### src/fcba_pkg.sv
`timescale 1ns / 1ps
// shared constants, types and codes of the frame channel bin averager
// no dependencies; used by the top level, the checker and the testbench
package fcba_pkg;

  localparam int unsigned MAX_CHANNELS = 64;
  localparam int unsigned MAX_WIDTH    = 4095;
  localparam int unsigned FRAME_LIMIT  = 4096;

  localparam int unsigned ADDR_W      = $clog2(MAX_CHANNELS);
  localparam int unsigned CHAN_W      = $clog2(MAX_CHANNELS + 1);
  localparam int unsigned COUNT_W     = 7;
  localparam int unsigned LEN_W       = 13;
  localparam int unsigned POS_W       = 12;
  localparam int unsigned WIDTH_W     = 12;
  localparam int unsigned SAMPLE_W    = 16;
  localparam int unsigned ACC_W       = 28;
  localparam int unsigned FRAC_W      = 8;
  localparam int unsigned MEAN_W      = 24;
  localparam int unsigned QUOT_W      = MEAN_W;
  localparam int unsigned DIV_CNT_W   = $clog2(QUOT_W);
  localparam int unsigned HI_W        = ACC_W - 1 - (QUOT_W - FRAC_W);
  localparam int unsigned CFG_INDEX_W = 2;
  localparam int unsigned CFG_DATA_W  = 13;

  localparam logic [MEAN_W-1:0] MEAN_MAX = {1'b0, {(MEAN_W-1){1'b1}}};
  localparam logic [MEAN_W-1:0] MEAN_MIN = {1'b1, {(MEAN_W-1){1'b0}}};

  localparam logic CMD_WRITE  = 1'b0;
  localparam logic CMD_SAMPLE = 1'b1;

  typedef enum logic [CFG_INDEX_W-1:0] {
    CFG_CHANNEL_COUNT   = 2'd0,
    CFG_FRAME_LENGTH    = 2'd1,
    CFG_ALTERNATE_SIGNS = 2'd2
  } cfg_index_e;

  typedef enum logic [1:0] {
    ST_IDLE,
    ST_CALC,
    ST_DIV,
    ST_OUT
  } state_e;

endpackage

### src/fcba_ram.sv
`timescale 1ns / 1ps
// generic single write port, single read port ram with registered read data
// no dependencies
module fcba_ram #(
  parameter int unsigned Width = 12,
  parameter int unsigned Depth = 64,
  localparam int unsigned AddrW = (Depth > 1) ? $clog2(Depth) : 1
) (
  input  logic             clk_i,
  input  logic             we_i,
  input  logic [AddrW-1:0] waddr_i,
  input  logic [Width-1:0] wdata_i,
  input  logic             re_i,
  input  logic [AddrW-1:0] raddr_i,
  output logic [Width-1:0] rdata_o
);

  logic [Width-1:0] mem_q [Depth];
  logic [Width-1:0] rdata_q;

  always_ff @(posedge clk_i) begin
    if (we_i) begin
      mem_q[waddr_i] <= wdata_i;
    end
    if (re_i) begin
      rdata_q <= mem_q[raddr_i];
    end
  end

  assign rdata_o = rdata_q;

endmodule

### src/frame_channel_bin_averager_top.sv
`timescale 1ns / 1ps
// frame channel bin averager: channel table ram, accumulator, radix-2 divider
// depends on fcba_pkg and fcba_ram
//
// Input channel (valid/ready): command 0 loads a channel width into the table,
// command 1 delivers one sample of the current frame. Output channel
// (valid/ready): one channel mean per completed channel, 8 fraction bits.
// The configuration port is a plain write port; the user must use it only while idle, the block does not enforce this.
// A table write is taken in the idle state. A sample that closes no channel
// passes a table read, then accumulate. A sample that closes a channel
// passes these steps until the mean shows at the output: table read,
// accumulate, 24 quotient bits of the radix-2 divider at one bit per cycle,
// and the load of the output register. No new transaction is taken until
// the mean is loaded; a mean whose quotient reaches 2^24 skips the divider.
// The output register holds a finished mean while the receiver stalls and
// the block goes on taking new transactions; only a second mean waits for it.
// Reset clears the frame position, channel, fill, accumulator and parity and
// sets channel count 1, frame length 1, sign alternation off. The width
// table has no reset: every entry must be written before it is used.
module frame_channel_bin_averager_top (
  input  logic                                 clk_i,
  input  logic                                 rst_ni,
  input  logic                                 cfg_we_i,
  input  logic [fcba_pkg::CFG_INDEX_W-1:0]     cfg_index_i,
  input  logic [fcba_pkg::CFG_DATA_W-1:0]      cfg_data_i,
  input  logic                                 in_valid_i,
  output logic                                 in_ready_o,
  input  logic                                 in_command_i,
  input  logic [fcba_pkg::ADDR_W-1:0]          in_entry_index_i,
  input  logic [fcba_pkg::WIDTH_W-1:0]         in_width_value_i,
  input  logic signed [fcba_pkg::SAMPLE_W-1:0] in_sample_i,
  output logic                                 out_valid_o,
  input  logic                                 out_ready_i,
  output logic [fcba_pkg::ADDR_W-1:0]          out_channel_o,
  output logic signed [fcba_pkg::MEAN_W-1:0]   out_mean_value_o,
  output logic                                 out_odd_frame_o
);

  // configuration
  logic [fcba_pkg::COUNT_W-1:0] cfg_count_q;
  logic [fcba_pkg::LEN_W-1:0]   cfg_length_q;
  logic                         cfg_alt_q;

  // frame state
  fcba_pkg::state_e                    state_q, state_d;
  logic signed [fcba_pkg::ACC_W-1:0]   acc_q, acc_d;
  logic [fcba_pkg::WIDTH_W-1:0]        fill_q, fill_d;
  logic [fcba_pkg::POS_W-1:0]          pos_q, pos_d;
  logic [fcba_pkg::CHAN_W-1:0]         chan_idx_q, chan_d;
  logic                                parity_q, parity_d;
  logic signed [fcba_pkg::SAMPLE_W-1:0] sample_q;

  // divider
  logic [fcba_pkg::DIV_CNT_W-1:0] div_cnt_q;
  logic [fcba_pkg::WIDTH_W-1:0]   div_rem_q;
  logic [fcba_pkg::QUOT_W-1:0]    div_shift_q;
  logic [fcba_pkg::WIDTH_W-1:0]   div_den_q;
  logic                           div_neg_q;
  logic                           div_ovf_q;
  logic [fcba_pkg::ADDR_W-1:0]    div_chan_q;
  logic                           div_odd_q;

  // output register
  logic                          out_valid_q;
  logic [fcba_pkg::ADDR_W-1:0]   out_chan_q;
  logic [fcba_pkg::MEAN_W-1:0]   out_mean_q;
  logic                          out_odd_q;

  // ram
  logic                         ram_we, ram_re;
  logic [fcba_pkg::WIDTH_W-1:0] ram_wdata, ram_rdata;

  // control strobes
  logic div_load, div_step, out_load;

  // datapath
  logic [fcba_pkg::COUNT_W-1:0]      count_eff;
  logic [fcba_pkg::LEN_W-1:0]        len_eff;
  logic [fcba_pkg::WIDTH_W-1:0]      w_eff;
  logic                              used, chan_done, frame_end, div_ovf;
  logic [fcba_pkg::WIDTH_W:0]        fill_sum;
  logic [fcba_pkg::LEN_W-1:0]        pos_next;
  logic signed [fcba_pkg::ACC_W-1:0] acc_sum;
  logic [fcba_pkg::ACC_W-1:0]        mag;
  logic [fcba_pkg::HI_W-1:0]         div_hi;
  logic [fcba_pkg::WIDTH_W:0]        trial, trial_sub;
  logic                              trial_ge;
  logic                              mean_sat;
  logic [fcba_pkg::MEAN_W-1:0]       mean_d;

  // configuration writes
  always_ff @(posedge clk_i or negedge rst_ni) begin
    if (!rst_ni) begin
      cfg_count_q  <= fcba_pkg::COUNT_W'(1);
      cfg_length_q <= fcba_pkg::LEN_W'(1);
      cfg_alt_q    <= 1'b0;
    end else if (cfg_we_i) begin
      case (cfg_index_i)
        fcba_pkg::CFG_CHANNEL_COUNT:   cfg_count_q  <= cfg_data_i[fcba_pkg::COUNT_W-1:0];
        fcba_pkg::CFG_FRAME_LENGTH:    cfg_length_q <= cfg_data_i[fcba_pkg::LEN_W-1:0];
        fcba_pkg::CFG_ALTERNATE_SIGNS: cfg_alt_q    <= cfg_data_i[0];
        default: ;
      endcase
    end
  end

  assign count_eff = (cfg_count_q == '0) ? fcba_pkg::COUNT_W'(1) :
                     (cfg_count_q > fcba_pkg::COUNT_W'(fcba_pkg::MAX_CHANNELS)) ?
                     fcba_pkg::COUNT_W'(fcba_pkg::MAX_CHANNELS) : cfg_count_q;
  assign len_eff   = (cfg_length_q == '0) ? fcba_pkg::LEN_W'(1) :
                     (cfg_length_q > fcba_pkg::LEN_W'(fcba_pkg::FRAME_LIMIT)) ?
                     fcba_pkg::LEN_W'(fcba_pkg::FRAME_LIMIT) : cfg_length_q;

  // width table
  assign ram_wdata = (in_width_value_i > fcba_pkg::WIDTH_W'(fcba_pkg::MAX_WIDTH)) ?
                     fcba_pkg::WIDTH_W'(fcba_pkg::MAX_WIDTH) : in_width_value_i;

  fcba_ram #(
    .Width(fcba_pkg::WIDTH_W),
    .Depth(fcba_pkg::MAX_CHANNELS)
  ) u_width_ram (
    .clk_i  (clk_i),
    .we_i   (ram_we),
    .waddr_i(in_entry_index_i),
    .wdata_i(ram_wdata),
    .re_i   (ram_re),
    .raddr_i(chan_idx_q[fcba_pkg::ADDR_W-1:0]),
    .rdata_o(ram_rdata)
  );

  // accumulate step
  assign w_eff     = (ram_rdata == '0) ? fcba_pkg::WIDTH_W'(1) : ram_rdata;
  assign used      = ({1'b0, chan_idx_q} < {1'b0, count_eff});
  assign acc_sum   = acc_q + fcba_pkg::ACC_W'(sample_q);
  assign fill_sum  = {1'b0, fill_q} + (fcba_pkg::WIDTH_W + 1)'(1);
  assign chan_done = used && (fill_sum >= {1'b0, w_eff});
  assign pos_next  = {1'b0, pos_q} + fcba_pkg::LEN_W'(1);
  assign frame_end = (pos_next >= len_eff);
  assign mag       = acc_sum[fcba_pkg::ACC_W-1] ? fcba_pkg::ACC_W'(-acc_sum) :
                                                  fcba_pkg::ACC_W'(acc_sum);
  // quotient of at least 2^24 saturates in any case
  assign div_hi    = mag[fcba_pkg::ACC_W-2 -: fcba_pkg::HI_W];
  assign div_ovf   = ({1'b0, div_hi} >= w_eff);

  // divider step
  assign trial     = {div_rem_q, div_shift_q[fcba_pkg::QUOT_W-1]};
  assign trial_ge  = (trial >= {1'b0, div_den_q});
  assign trial_sub = trial - {1'b0, div_den_q};

  // mean with sign and saturation
  assign mean_sat = div_ovf_q | div_shift_q[fcba_pkg::QUOT_W-1];
  always_comb begin
    if (div_neg_q) begin
      mean_d = mean_sat ? fcba_pkg::MEAN_MIN : fcba_pkg::MEAN_W'(-div_shift_q);
    end else begin
      mean_d = mean_sat ? fcba_pkg::MEAN_MAX : div_shift_q;
    end
  end

  // sequencer
  always_ff @(posedge clk_i or negedge rst_ni) begin
    if (!rst_ni) begin
      state_q <= fcba_pkg::ST_IDLE;
    end else begin
      state_q <= state_d;
    end
  end

  always_comb begin
    state_d    = state_q;
    in_ready_o = 1'b0;
    ram_we     = 1'b0;
    ram_re     = 1'b0;
    div_load   = 1'b0;
    div_step   = 1'b0;
    out_load   = 1'b0;
    acc_d      = acc_q;
    fill_d     = fill_q;
    pos_d      = pos_q;
    chan_d     = chan_idx_q;
    parity_d   = parity_q;
    case (state_q)
      fcba_pkg::ST_IDLE: begin
        in_ready_o = 1'b1;
        if (in_valid_i) begin
          if (in_command_i == fcba_pkg::CMD_WRITE) begin
            ram_we = 1'b1;
          end else begin
            ram_re  = 1'b1;
            state_d = fcba_pkg::ST_CALC;
          end
        end
      end
      fcba_pkg::ST_CALC: begin
        if (used) begin
          acc_d  = acc_sum;
          fill_d = fill_sum[fcba_pkg::WIDTH_W-1:0];
        end
        if (chan_done) begin
          div_load = 1'b1;
          chan_d   = chan_idx_q + fcba_pkg::CHAN_W'(1);
          fill_d   = '0;
          acc_d    = '0;
          state_d  = div_ovf ? fcba_pkg::ST_OUT : fcba_pkg::ST_DIV;
        end else begin
          state_d = fcba_pkg::ST_IDLE;
        end
        if (frame_end) begin
          pos_d    = '0;
          chan_d   = '0;
          fill_d   = '0;
          acc_d    = '0;
          parity_d = ~parity_q;
        end else begin
          pos_d = pos_next[fcba_pkg::POS_W-1:0];
        end
      end
      fcba_pkg::ST_DIV: begin
        div_step = 1'b1;
        if (div_cnt_q == '0) begin
          state_d = fcba_pkg::ST_OUT;
        end
      end
      fcba_pkg::ST_OUT: begin
        if (!out_valid_q || out_ready_i) begin
          out_load = 1'b1;
          state_d  = fcba_pkg::ST_IDLE;
        end
      end
      default: state_d = fcba_pkg::ST_IDLE;
    endcase
  end

  // control registers
  always_ff @(posedge clk_i or negedge rst_ni) begin
    if (!rst_ni) begin
      acc_q       <= '0;
      fill_q      <= '0;
      pos_q       <= '0;
      chan_idx_q  <= '0;
      parity_q    <= 1'b0;
      div_cnt_q   <= '0;
      out_valid_q <= 1'b0;
    end else begin
      acc_q      <= acc_d;
      fill_q     <= fill_d;
      pos_q      <= pos_d;
      chan_idx_q <= chan_d;
      parity_q   <= parity_d;
      if (div_load) begin
        div_cnt_q <= fcba_pkg::DIV_CNT_W'(fcba_pkg::QUOT_W - 1);
      end else if (div_step) begin
        div_cnt_q <= div_cnt_q - fcba_pkg::DIV_CNT_W'(1);
      end
      if (out_load) begin
        out_valid_q <= 1'b1;
      end else if (out_ready_i) begin
        out_valid_q <= 1'b0;
      end
    end
  end

  // payload registers
  always_ff @(posedge clk_i) begin
    if (ram_re) begin
      sample_q <= in_sample_i;
    end
    if (div_load) begin
      div_rem_q   <= {1'b0, div_hi};
      div_shift_q <= {mag[fcba_pkg::QUOT_W-fcba_pkg::FRAC_W-1:0], {fcba_pkg::FRAC_W{1'b0}}};
      div_den_q   <= w_eff;
      div_neg_q   <= acc_sum[fcba_pkg::ACC_W-1] ^ (cfg_alt_q & parity_q);
      div_ovf_q   <= div_ovf;
      div_chan_q  <= chan_idx_q[fcba_pkg::ADDR_W-1:0];
      div_odd_q   <= parity_q;
    end else if (div_step) begin
      div_rem_q   <= trial_ge ? trial_sub[fcba_pkg::WIDTH_W-1:0] :
                                trial[fcba_pkg::WIDTH_W-1:0];
      div_shift_q <= {div_shift_q[fcba_pkg::QUOT_W-2:0], trial_ge};
    end
    if (out_load) begin
      out_chan_q <= div_chan_q;
      out_mean_q <= mean_d;
      out_odd_q  <= div_odd_q;
    end
  end

  assign out_valid_o      = out_valid_q;
  assign out_channel_o    = out_chan_q;
  assign out_mean_value_o = out_mean_q;
  assign out_odd_frame_o  = out_odd_q;

`ifndef ASSERT_OFF
  a_div_ends: assert property (@(posedge clk_i) disable iff (!rst_ni)
    (state_q == fcba_pkg::ST_DIV && div_cnt_q == '0) |=> state_q == fcba_pkg::ST_OUT)
    else $error("divider did not hand over to output stage");

  a_rem_below_den: assert property (@(posedge clk_i) disable iff (!rst_ni)
    (state_q == fcba_pkg::ST_DIV) |-> (div_rem_q < div_den_q))
    else $error("partial remainder not below divisor");

  a_chan_range: assert property (@(posedge clk_i) disable iff (!rst_ni)
    chan_idx_q <= fcba_pkg::CHAN_W'(fcba_pkg::MAX_CHANNELS))
    else $error("channel index beyond table");

  a_sample_read: assert property (@(posedge clk_i) disable iff (!rst_ni)
    (in_valid_i && in_ready_o && in_command_i == fcba_pkg::CMD_SAMPLE)
      |=> state_q == fcba_pkg::ST_CALC)
    else $error("sample transaction not followed by table read");

  a_out_loaded: assert property (@(posedge clk_i) disable iff (!rst_ni)
    out_load |=> out_valid_o)
    else $error("mean not presented after load");
`endif

endmodule

### config.mk
export PLATFORM = sky130hd
export DESIGN_NAME = frame_channel_bin_averager_top
export DESIGN_NICKNAME = d
export VERILOG_FILES = /design/src/fcba_pkg.sv /design/src/fcba_ram.sv /design/src/frame_channel_bin_averager_top.sv
export SDC_FILE = /design/constraint.sdc
export NUM_CORES = 1
export LEC_CHECK = 0
export ABC_AREA = 1
export BUFFER_PORTS_ARGS = -buffer_cell sky130_fd_sc_hd__buf_2
export CAP_MARGIN = 20
export CELL_PAD_IN_SITES_DETAIL_PLACEMENT = 0
export CELL_PAD_IN_SITES_GLOBAL_PLACEMENT = 1
export CORE_MARGIN = 2
export CORE_UTILIZATION = 45
export DETAILED_ROUTE_END_ITERATION = 12
export GPL_ROUTABILITY_DRIVEN = 0
export PLACE_DENSITY = 0.71
export SYNTH_ARGS = -nofsm -noshare
export SYNTH_HDL_FRONTEND = slang
export SYNTH_HIERARCHICAL = 1
export SYNTH_SLANG_ARGS = --single-unit
### constraint.sdc
create_clock -name clk_i -period 4.95 [get_ports clk_i]
set_input_delay 0 -clock clk_i [delete_from_list [all_inputs] [get_ports clk_i]]
set_output_delay 0 -clock clk_i [all_outputs]
set_load 0.01 [all_outputs]
* Word level (Yosys, flattened, before mapping)
Memory sizes are Yosys's and may differ from the RTL's. A register that Yosys moved wholly into a read port is not among the register bits. Index checks and enable logic that the tools add are counted.
Word-level totals: register bits after elaboration 193, memory bits (read-only) 0, input bits 55, RAM bits 768, memories kept 1, bits in latches 0, logic and storage cells 123
Operators by class: eq/ne operators 9, bitwise operators 4, $mul 0, add/subtract/negate cells 8, reductions and logical operators 20, muxes and demuxes 49, shift operators 0, $lt $le $gt $ge 8, divide/modulo/power cells 0
Memory list:
- u_width_ram.mem_q | words 64, width 12, read ports 1, clocked after Yosys merged registers in 1, write ports 1, RTL line fcba_ram.sv:18 | logic [Width-1:0] mem_q [Depth];
Operator list (count):
- 2-to-1 mux 24 bit | 5
- 2-to-1 mux 12 bit | 7
- 2-to-1 mux 28 bit | 3
- adder 28 x 16 -> 28 bit | 1
- 2-to-1 mux 7 bit | 4
- 2-to-1 mux 27 bit | 1
- negator 27 bit | 1
- adder 12 x 1 -> 13 bit, second input constant | 2
- greater-or-equal comparator 13 x 12 -> 1 bit | 2
- 2-to-1 mux 13 bit | 2
- negator 24 bit | 1
- 2-to-1 mux 11 bit | 2
- 2-to-1 mux 1 bit | 17
- greater-or-equal comparator 13 bit | 1
- greater-than comparator 13 bit, second input constant | 1
- zero test 13 bit | 1
- greater-or-equal comparator 11 x 12 -> 1 bit | 1
- greater-than comparator 12 bit, second input constant | 1
- zero test 12 bit | 1
- AND reduction 2 bit | 6
- subtractor 12 bit | 1
- 2-to-1 mux 2 bit | 5
- 2-to-1 mux 5 bit | 2
- != test 2 bit, second input constant | 4
- other kinds (20) | 26

* Depth between registers and ports, before layout
Gate-level depths: netlist (run 1).
depth in word-level cells 8, depth in mapped cells 32, depth with buffers taken out 30

* By module
The synthesis (run 1) kept the hierarchy.
Modules (own cells, without submodules):
- fcba_ram | cells each 2661, seq. area each 23422.5 µm², times used 1, area each 31795.5 µm²
- frame_channel_bin_averager_top | cells each 1723, seq. area each 5262.5 µm², times used 1, area each 13150.1 µm²

* Worst setup path after synthesis (run 1)
Ideal clock, no wire load.
kind flip-flop to flip-flop, start register acc_q[0] (netlist name), end register div_ovf_q (data pin), setup slack 1.286 ns, stages on the path, launching flop included 26, clock period less this slack 3.664 ns, arrival time 3.407 ns, cell sequence dfrtp_1 > ha_1 > fa_1 > inv_1 > ha_1 > inv_1 > nor2_1 > nand3_2 > nor2_4 > nand2_2 > nor2_4 > nand3_4 > nor2_4 > nor2_1 > xor2_1 > ha_1 > o21ai_0 > a21boi_0 > o21ai_0 > nand2_1 > nand2_1 > nand2_1 > nand3_1 > nand2_1 > a21oi_1 > nor2_1
On the way: cells in the longest elaborated chain, start to end 4
RTL lines:
- from (decl) | RTL line frame_channel_bin_averager_top.sv:46 | logic signed [fcba_pkg::ACC_W-1:0] acc_q, acc_d;
- from (signal assigned) | RTL line frame_channel_bin_averager_top.sv:237 | acc_q <= '0;
- from (signal assigned) | RTL line frame_channel_bin_averager_top.sv:245 | acc_q <= acc_d;
- adder 28 x 16 -> 28 bit * | RTL line frame_channel_bin_averager_top.sv:134 | assign acc_sum = acc_q + fcba_pkg::ACC_W'(sample_q);
- negator 27 bit | RTL line frame_channel_bin_averager_top.sv:139 | assign mag = acc_sum[fcba_pkg::ACC_W-1] ? fcba_pkg::ACC_W'(-acc_sum) :
- 2-to-1 mux 27 bit * | RTL line frame_channel_bin_averager_top.sv:139
- greater-or-equal comparator 11 x 12 -> 1 bit * | RTL line frame_channel_bin_averager_top.sv:143 | assign div_ovf = ({1'b0, div_hi} >= w_eff);
- net div_ovf | RTL line frame_channel_bin_averager_top.sv:80 | logic used, chan_done, frame_end, div_ovf;
- to (signal assigned) | RTL line frame_channel_bin_averager_top.sv:273 | div_ovf_q <= div_ovf;
- to (decl) | RTL line frame_channel_bin_averager_top.sv:59 | logic div_ovf_q;
Mark *: on every way through the listed nets, which the timed path passes. The rest lies on a longest branch. A chain may end at the register's enable or synchronous reset.

* Worst setup path in the final report (run 1)
start register sample_q[15] (netlist name), end register div_ovf_q (data pin)
On the way: cells in the longest elaborated chain, start to end 4
RTL lines:
- from (decl) | RTL line frame_channel_bin_averager_top.sv:51 | logic signed [fcba_pkg::SAMPLE_W-1:0] sample_q;
- from (signal assigned) | RTL line frame_channel_bin_averager_top.sv:266 | sample_q <= in_sample_i;
- adder 28 x 16 -> 28 bit * | RTL line frame_channel_bin_averager_top.sv:134
- negator 27 bit | RTL line frame_channel_bin_averager_top.sv:139
- 2-to-1 mux 27 bit * | RTL line frame_channel_bin_averager_top.sv:139
- greater-or-equal comparator 11 x 12 -> 1 bit * | RTL line frame_channel_bin_averager_top.sv:143
- net div_ovf | RTL line frame_channel_bin_averager_top.sv:80
Marked as above.

==> results of run 1 <==
metal layers:
| metal | vias up | track usage, % |
|---|---|---|
| met5 | - | 0 |
| met4 | 0 | 7.79 |
| met3 | 181 | 3.19 |
| met2 | 728 | 39.6 |
| met1 | 14900 | 29.9 |
| li1 | 15300 | - |
where the power goes:
part / internal, mW / switching (mW) / total, mW
logic: 1.62 / 3.73 / 5.35
registers: 9.28 / 0.232 / 9.51
clock network: 4.43 / 3.19 / 7.62
cell usage in the layout (no fill, tap or decap), drive strengths merged, types with 2 or more instances in the layout:
master	n
o211ai	14
clkinvlp	3
fa	2
a31oi	4
o22ai	13
xnor2	13
nand3b	6
o21ai	91
a21o	2
dlygate4sd3	52
buf	212
dfrtp	87
a211oi	2
mux2	5
inv	244
nor3	28
edfxtp	875
nor2	203
nand2	1480
xor2	43
nand4	35
bufinv	12
o31ai	4
dfstp	2
dfxtp	9
nor4	16
and2	3
or2	6
a21oi	58
clkbuf	125
clkinv	44
nand3	813
ha	88
path summary, 6_finish.rpt:
path / depth (start not counted) / startpoint / slack (ns) / end
worst max-delay path: 25 / sample_q[15] / 0.64 / div_ovf_q
worst min-delay path: 2 / in_width_value_i[8] / 0.04 / u_width_ram/mem_q[1][8]
worst max register to register: 25 / sample_q[15] / 0.64 / div_ovf_q
worst min register to register: 0 / div_chan_q[0] / 0.42 / out_channel_o[0]
max in group asynchronous: 4 / rst_ni / 3.83 / chan_idx_q[1]
min in group asynchronous: 4 / rst_ni / 0.50 / fill_q[8]
critical path, cell delays in order (launching register included):
cell and delay (ns):
edfxtp_1 0.63, ha_1 0.49, nand2_1 0.14, nor2_1 0.20, inv_1 0.06, nor2_1 0.10, nand2_1 0.10, nand2_1 0.11
nand2_1 0.09, nand2_1 0.07, nand2_1 0.07, nand2_4 0.08, buf_4 0.33, nand2_1 0.17, nand3_1 0.11, nand2_1 0.06
and2_1 0.14, ha_1 0.28, a21oi_1 0.17, nor2_1 0.06, a211oi_1 0.18, nand2_1 0.10, nand3_1 0.07, nand2_1 0.05
a21oi_1 0.13, nor2_1 0.07
timing repair:
item / 4_1_cts / 5_1_grt
hold endpoints to repair: 317 / 0
hold buffers: 53 / 0
setup endpoints to repair: 0 / 0
state kept, by name, indices dropped and copies added (netlist names), 7 cells and up, named ones only:
signal and count:
acc_q 28, cfg_count_q 7, cfg_length_q 13, chan_idx_q 7, div_den_q 12, div_rem_q 12
div_shift_q 24, fill_q 12, out_mean_value_o 24, pos_q 12, sample_q 16, u_width_ram/mem_q 768
u_width_ram/rdata_o 12
through the flow:
step,instance area [µm²],std cells,hold WS (ns)
CTS,50600,5891,0.000876
finish,50600,5891,0.0405
detailed placement,46700,5656,0.0490
global placement,46700,5656,0.0525
floorplan,44900,4384,-0.296
global route,50600,5891,0.0264
cell families after synthesis:
kind of cell,share of synthesized area [%]
flops,63.8
mux,0.125
buf+inv,5.08
compound gates,2.47
fa+ha+maj,2.54
simple gates,24.9
xor+xnor,1.09
synthesized netlist by cell type, types with 35 or more instances:
| master | instances | area share [%] |
|---|---|---|
| nand2_1 | 1460 | 12 |
| edfxtp_1 | 875 | 58 |
| nand3_1 | 804 | 9.0 |
| inv_1 | 232 | 1.9 |
| nor2_1 | 190 | 1.6 |
| buf_2 | 89 | 0.99 |
| ha_1 | 88 | 2.4 |
| dfrtp_1 | 87 | 4.8 |
| o21ai_0 | 77 | 0.86 |
| clkbuf_1 | 68 | 0.57 |
| a21oi_1 | 58 | 0.65 |
| buf_6 | 43 | 1.1 |
| xor2_1 | 43 | 0.84 |
| nand4_1 | 35 | 0.49 |
final cells by class:
cell class	count	area [µm²]	share of cell area [%]
flip-flops and latches	973	28700	56.7
clock inverters	57	676	1.33
well taps	1287	1610	3.18
multi-input cells	2939	14000	27.8
clock buffers	125	2650	5.23
inverters	246	942	1.86
repair buffers	264	1990	3.94
==> summary.md, run 1 <==
| Metric | Value |
|---|---|
| Metal2 WL | `58.3 mm` |
| Critical Path RT | `5.39 ns` |
| Slew Limit Headroom | `29.2%` |
| Final HPWL DP | `72.0 mm` |
| Highest routed layer | `met4` |
| Syn Area/Cell | `10.3 µm²` |
| Routed wire length | `118 mm` |
| CTS Buf Count | `101` |
| First-pass GRT wire length | `180 mm` |
| Initial antenna violation count | `0` |
| Pre-antenna DRT Iters | `5` |
| Layout cells sized above 1 | `9.62%` |
| Vias in the first global route | `29.8k` |
| Final nets | `4670` |
| CTS Root Cell | `clkbuf_16` |
| Met3 WL | `5.49 mm` |
| Core box area | `98700 µm²` |
| Flops & latches, synth | `973` |
| PnR worst setup slack | `0.644 ns` |
| Seq/Total Area, Yosys | `63.8%` |
| Area growth syn-to-layout | `12.6%` |
| Distinct cells, synth | `58` |
| # rows | `115` |
| Cell Area, Synth | `44900 µm²` |
| Post-synth EDFFs | `875` |
| Clock latency on the worst-skew pair | `0.69 ns` |
| WS Path Type | `reg -> reg` |
| Fill cells | `8924` |
| Max Fclk | `232 MHz` |
| Leakage Power | `19.8 nW` |
| PD cells | `444 nW/µm²` |
| Pre-CTS setup slack | `0.682 ns` |
| Die Y | `320 µm` |
| TritonCTS Sinks | `973` |
| Final hold violation count | `0` |
| Final Slew Violations | `0` |
| Post-Route Utilization | `51.3%` |
| Drt wl/cell | `20.0 µm` |
| Fraction of registers with async set/reset | `9.15%` |
| Synth Warn # | `6` |
| Vias per cell | `5.29` |
| Worst slew pin tran | `1.06 ns` |
| Post-cts gate resize count | `0` |
| Crit path DAT | `4.74 ns` |
| Synthesized instance count | `4384` |
| Pin count of the biggest net entering global routing | `182` |
| Minimum clock period | `4.31 ns` |
| Syn_nets | `4529` |
| Reg clk slew, reported paths | `0.06 ns` |
| Unrepaired setup endpoints after global routing | `false` |
| Status | `finished clean` |
| Num ports | `88` |
| Die area | `102000 µm²` |
| CP Capture Type | `register` |
| Top_reg_cell synth | `edfxtp_1` |
| Residual DRC count | `0` |
| Critical Path Source Type | `register` |
| Total GRT Usage | `23.0%` |
| CP max FO | `32` |
| Vias | `31.2k` |
| CTS tree | `done` |
| Peak supply drop | `0.371 mV` |
| Starting DRT DRC Count | `2640` |
| Total Power | `22.5 mW` |
| Ant. Diodes | `0` |
| Final Cycle Share | `87.0%` |
| Max Cap Viol | `0` |
| Setup TNS | `0 ns` |
| WL met1 | `50.3 mm` |
| H-tree level count | `3` |
| Starting density of the core | `45.5%` |
| Post-CTS setup buffer count | `0` |
| Hold Crit Class | `in -> reg` |
| Die width | `320 µm` |
| Grt ovf | `0` |
| Number of antenna-violating nets in the routed design | `0` |
| CTS Buffer Depth | `3` |
| Clock Skews | `0.0375 ns` |
| Final Setup Violations | `0` |
| Number of port buffers | `87` |
Note: power is estimated with default switching activity, not from simulation.
==> inputs of run 2 (changes only) <==
- CORE_ASPECT_RATIO: not set -> 2
==> run 2 against run 1 <==
Worst hold slack got worse by 0.024 ns. Highest routed layer is now met5. Sequential share of layout area rose by 0.47 points. Total power decreased by 2.8%. Largest cell class unchanged. Critical path depth rose by 1. Critical endpoint is now state_q[0]. Clock-buffer cell count shrank 25. Global-route usage is 2.2 points higher. Fmax fell by 2.3%. Largest power group unchanged. Utilization is 0.84 points lower.
==> summary.md, run 2 (same netlist as run 1, synthesis figures left out) <==
| Metric | Value |
|---|---|
| Status | `finished clean` |
| Vias per cell | `5.36` |
| Max Fclk | `227 MHz` |
| Fill cells | `9141` |
| Area growth syn-to-layout | `11.7%` |
| Crit path DAT | `5.02 ns` |
| Number of port buffers | `87` |
| Number of antenna-violating nets in the routed design | `0` |
| Starting density of the core | `45.2%` |
| # rows | `164` |
| Worst slew pin tran | `1.03 ns` |
| CP dominant cell by count | `nand2_1` |
| Total GRT Usage | `25.2%` |
| Pre-antenna DRT Iters | `7` |
| Peak supply drop | `0.250 mV` |
| Leakage Power | `19.6 nW` |
| Num ports | `88` |
| Routed wire length | `127 mm` |
| Vias in the first global route | `31.8k` |
| Most common cell after layout, fill and taps aside | `nand2_1` |
| Die width | `227 µm` |
| CTS Root Cell | `clkbuf_16` |
| Die Y | `451 µm` |
| Final Cycle Share | `89.0%` |
| Clock Skews | `0.0265 ns` |
| Max stage delay on crit path | `0.55 ns` |
| Starting DRT DRC Count | `2167` |
| Pre-CTS setup slack | `0.423 ns` |
| Pin count of the biggest net entering global routing | `133` |
| Max reg flops | `768` |
| Final nets | `4671` |
| Slew Limit Headroom | `31.2%` |
| Register Area | `28700 µm²` |
| Final Setup Violations | `0` |
| Commonest cells after routing, fill and taps aside | `1460 x nand2_1, 875 x edfxtp_1, 804 x nand3_1` |
| Final HPWL DP | `84.2 mm` |
| Reg clk slew, reported paths | `0.07 ns` |
| CP startpoint | `sample_q[15]` |
| Slowest cell on the critical path | `edfxtp_1` |
| Grt ovf | `0` |
| Biggest register | `u_width_ram/mem_q` |
| CTS tree | `done` |
| First-pass GRT wire length | `192 mm` |
| Worst Min Path Start | `in_width_value_i[1]` |
| Setup TNS | `0 ns` |
| CTS Buffer Depth | `3` |
| Core box area | `99500 µm²` |
| Layout cells sized above 1 | `9.63%` |
| Multi-input combinational cell area | `14000 µm²` |
| H-tree level count | `3` |
| Unrepaired setup endpoints after global routing | `false` |
| Clock latency on the worst-skew pair | `0.69 ns` |
| Final hold violation count | `0` |
| Max Cap Viol | `0` |
| Residual DRC count | `0` |
| Minimum clock period | `4.41 ns` |
| Die area | `103000 µm²` |
| Vias | `31.8k` |
| CP Capture Type | `register` |
| Critical Path RT | `5.56 ns` |
| Initial antenna violation count | `3` |
| Critical Path Source Type | `register` |
| TritonCTS Sinks | `973` |
| CP max FO | `32` |
| Final Slew Violations | `0` |
| Worst reg2reg startpoint | `sample_q[15]` |
| PD cells | `435 nW/µm²` |
| Largest regs | `u_width_ram/mem_q: 768 flops, acc_q: 28 flops` |
| CTS Buf Count | `88` |
| PnR worst setup slack | `0.543 ns` |
| Hold Crit Class | `in -> reg` |
| WS Path Type | `reg -> reg` |
| Drt wl/cell | `21.5 µm` |
[run 2: worst paths after layout]
check | depth (start not counted) | to | slack, ns
max | 26 | state_q[0] | 0.54
max reg2reg | 26 | state_q[0] | 0.54
min reg2reg | 0 | div_den_q[6] | 0.44
max in group asynchronous | 4 | div_cnt_q[2] | 3.87
min in group asynchronous | 3 | cfg_length_q[0] | 0.41
min | 2 | u_width_ram/mem_q[59][1] | 0.02
[run 2: cell type report]
class	count	area share, %
flip-flops and latches	973	57.2
clock buffers	100	4.52
repair buffers	278	4.16
clock inverters	55	0.977
diodes	2	0.00997
inverters	246	1.88
well taps	1328	3.31
multi-input cells	2939	28.0
[run 2: per-layer routing]
layer	up-vias	GRT usage, %	share of wire, %	routed length, µm
met3	281	3.74	4.0	5070
met2	818	48.0	55	70200
met5	-	0	0.0094	12
met1	15400	25.8	35	44300
li1	15300	-	-	-
met4	2	14.2	6.0	7580
[run 2: timing repair]
item	CTS	global route
endpoints found under the setup margin	0	2
buffers inserted	0	4
hold buffers	50	0
resized for setup	0	1
hold endpoints to repair	228	0
[run 2: power breakdown]
part,leakage [nW],switching [mW],internal (mW)
Clock,1.35,3.05,3.71
Sequential,9.06,0.247,9.27
Combinational,9.23,3.92,1.65
Total,19.6,7.21,14.6
[run 2: stage by stage]
stage               std cells  power [mW]  hold slack [ns]  cell area, µm²  utilization (%)
finish                   5921        21.8           0.0164           50200             50.4
global route             5921        23.0           0.0226           50200             50.4
CTS                      5915        22.0         0.000360           50200             50.4
detailed placement       5710        15.2           0.0886           46900             47.1
global placement         5710        15.1           0.0893           46900             47.1
floorplan                4384        13.5           -0.296           44900                -
[run 2: critical path: cells and delay by family, from the launching register on]
kind | cells | cell delay (ns)
AO/OA/AOI/OAI | 5 | 0.60
adder cells (fa/ha/maj) | 2 | 0.68
buffers and inverters | 3 | 0.61
flip-flops | 1 | 0.55
AND/OR/NAND/NOR | 16 | 1.88
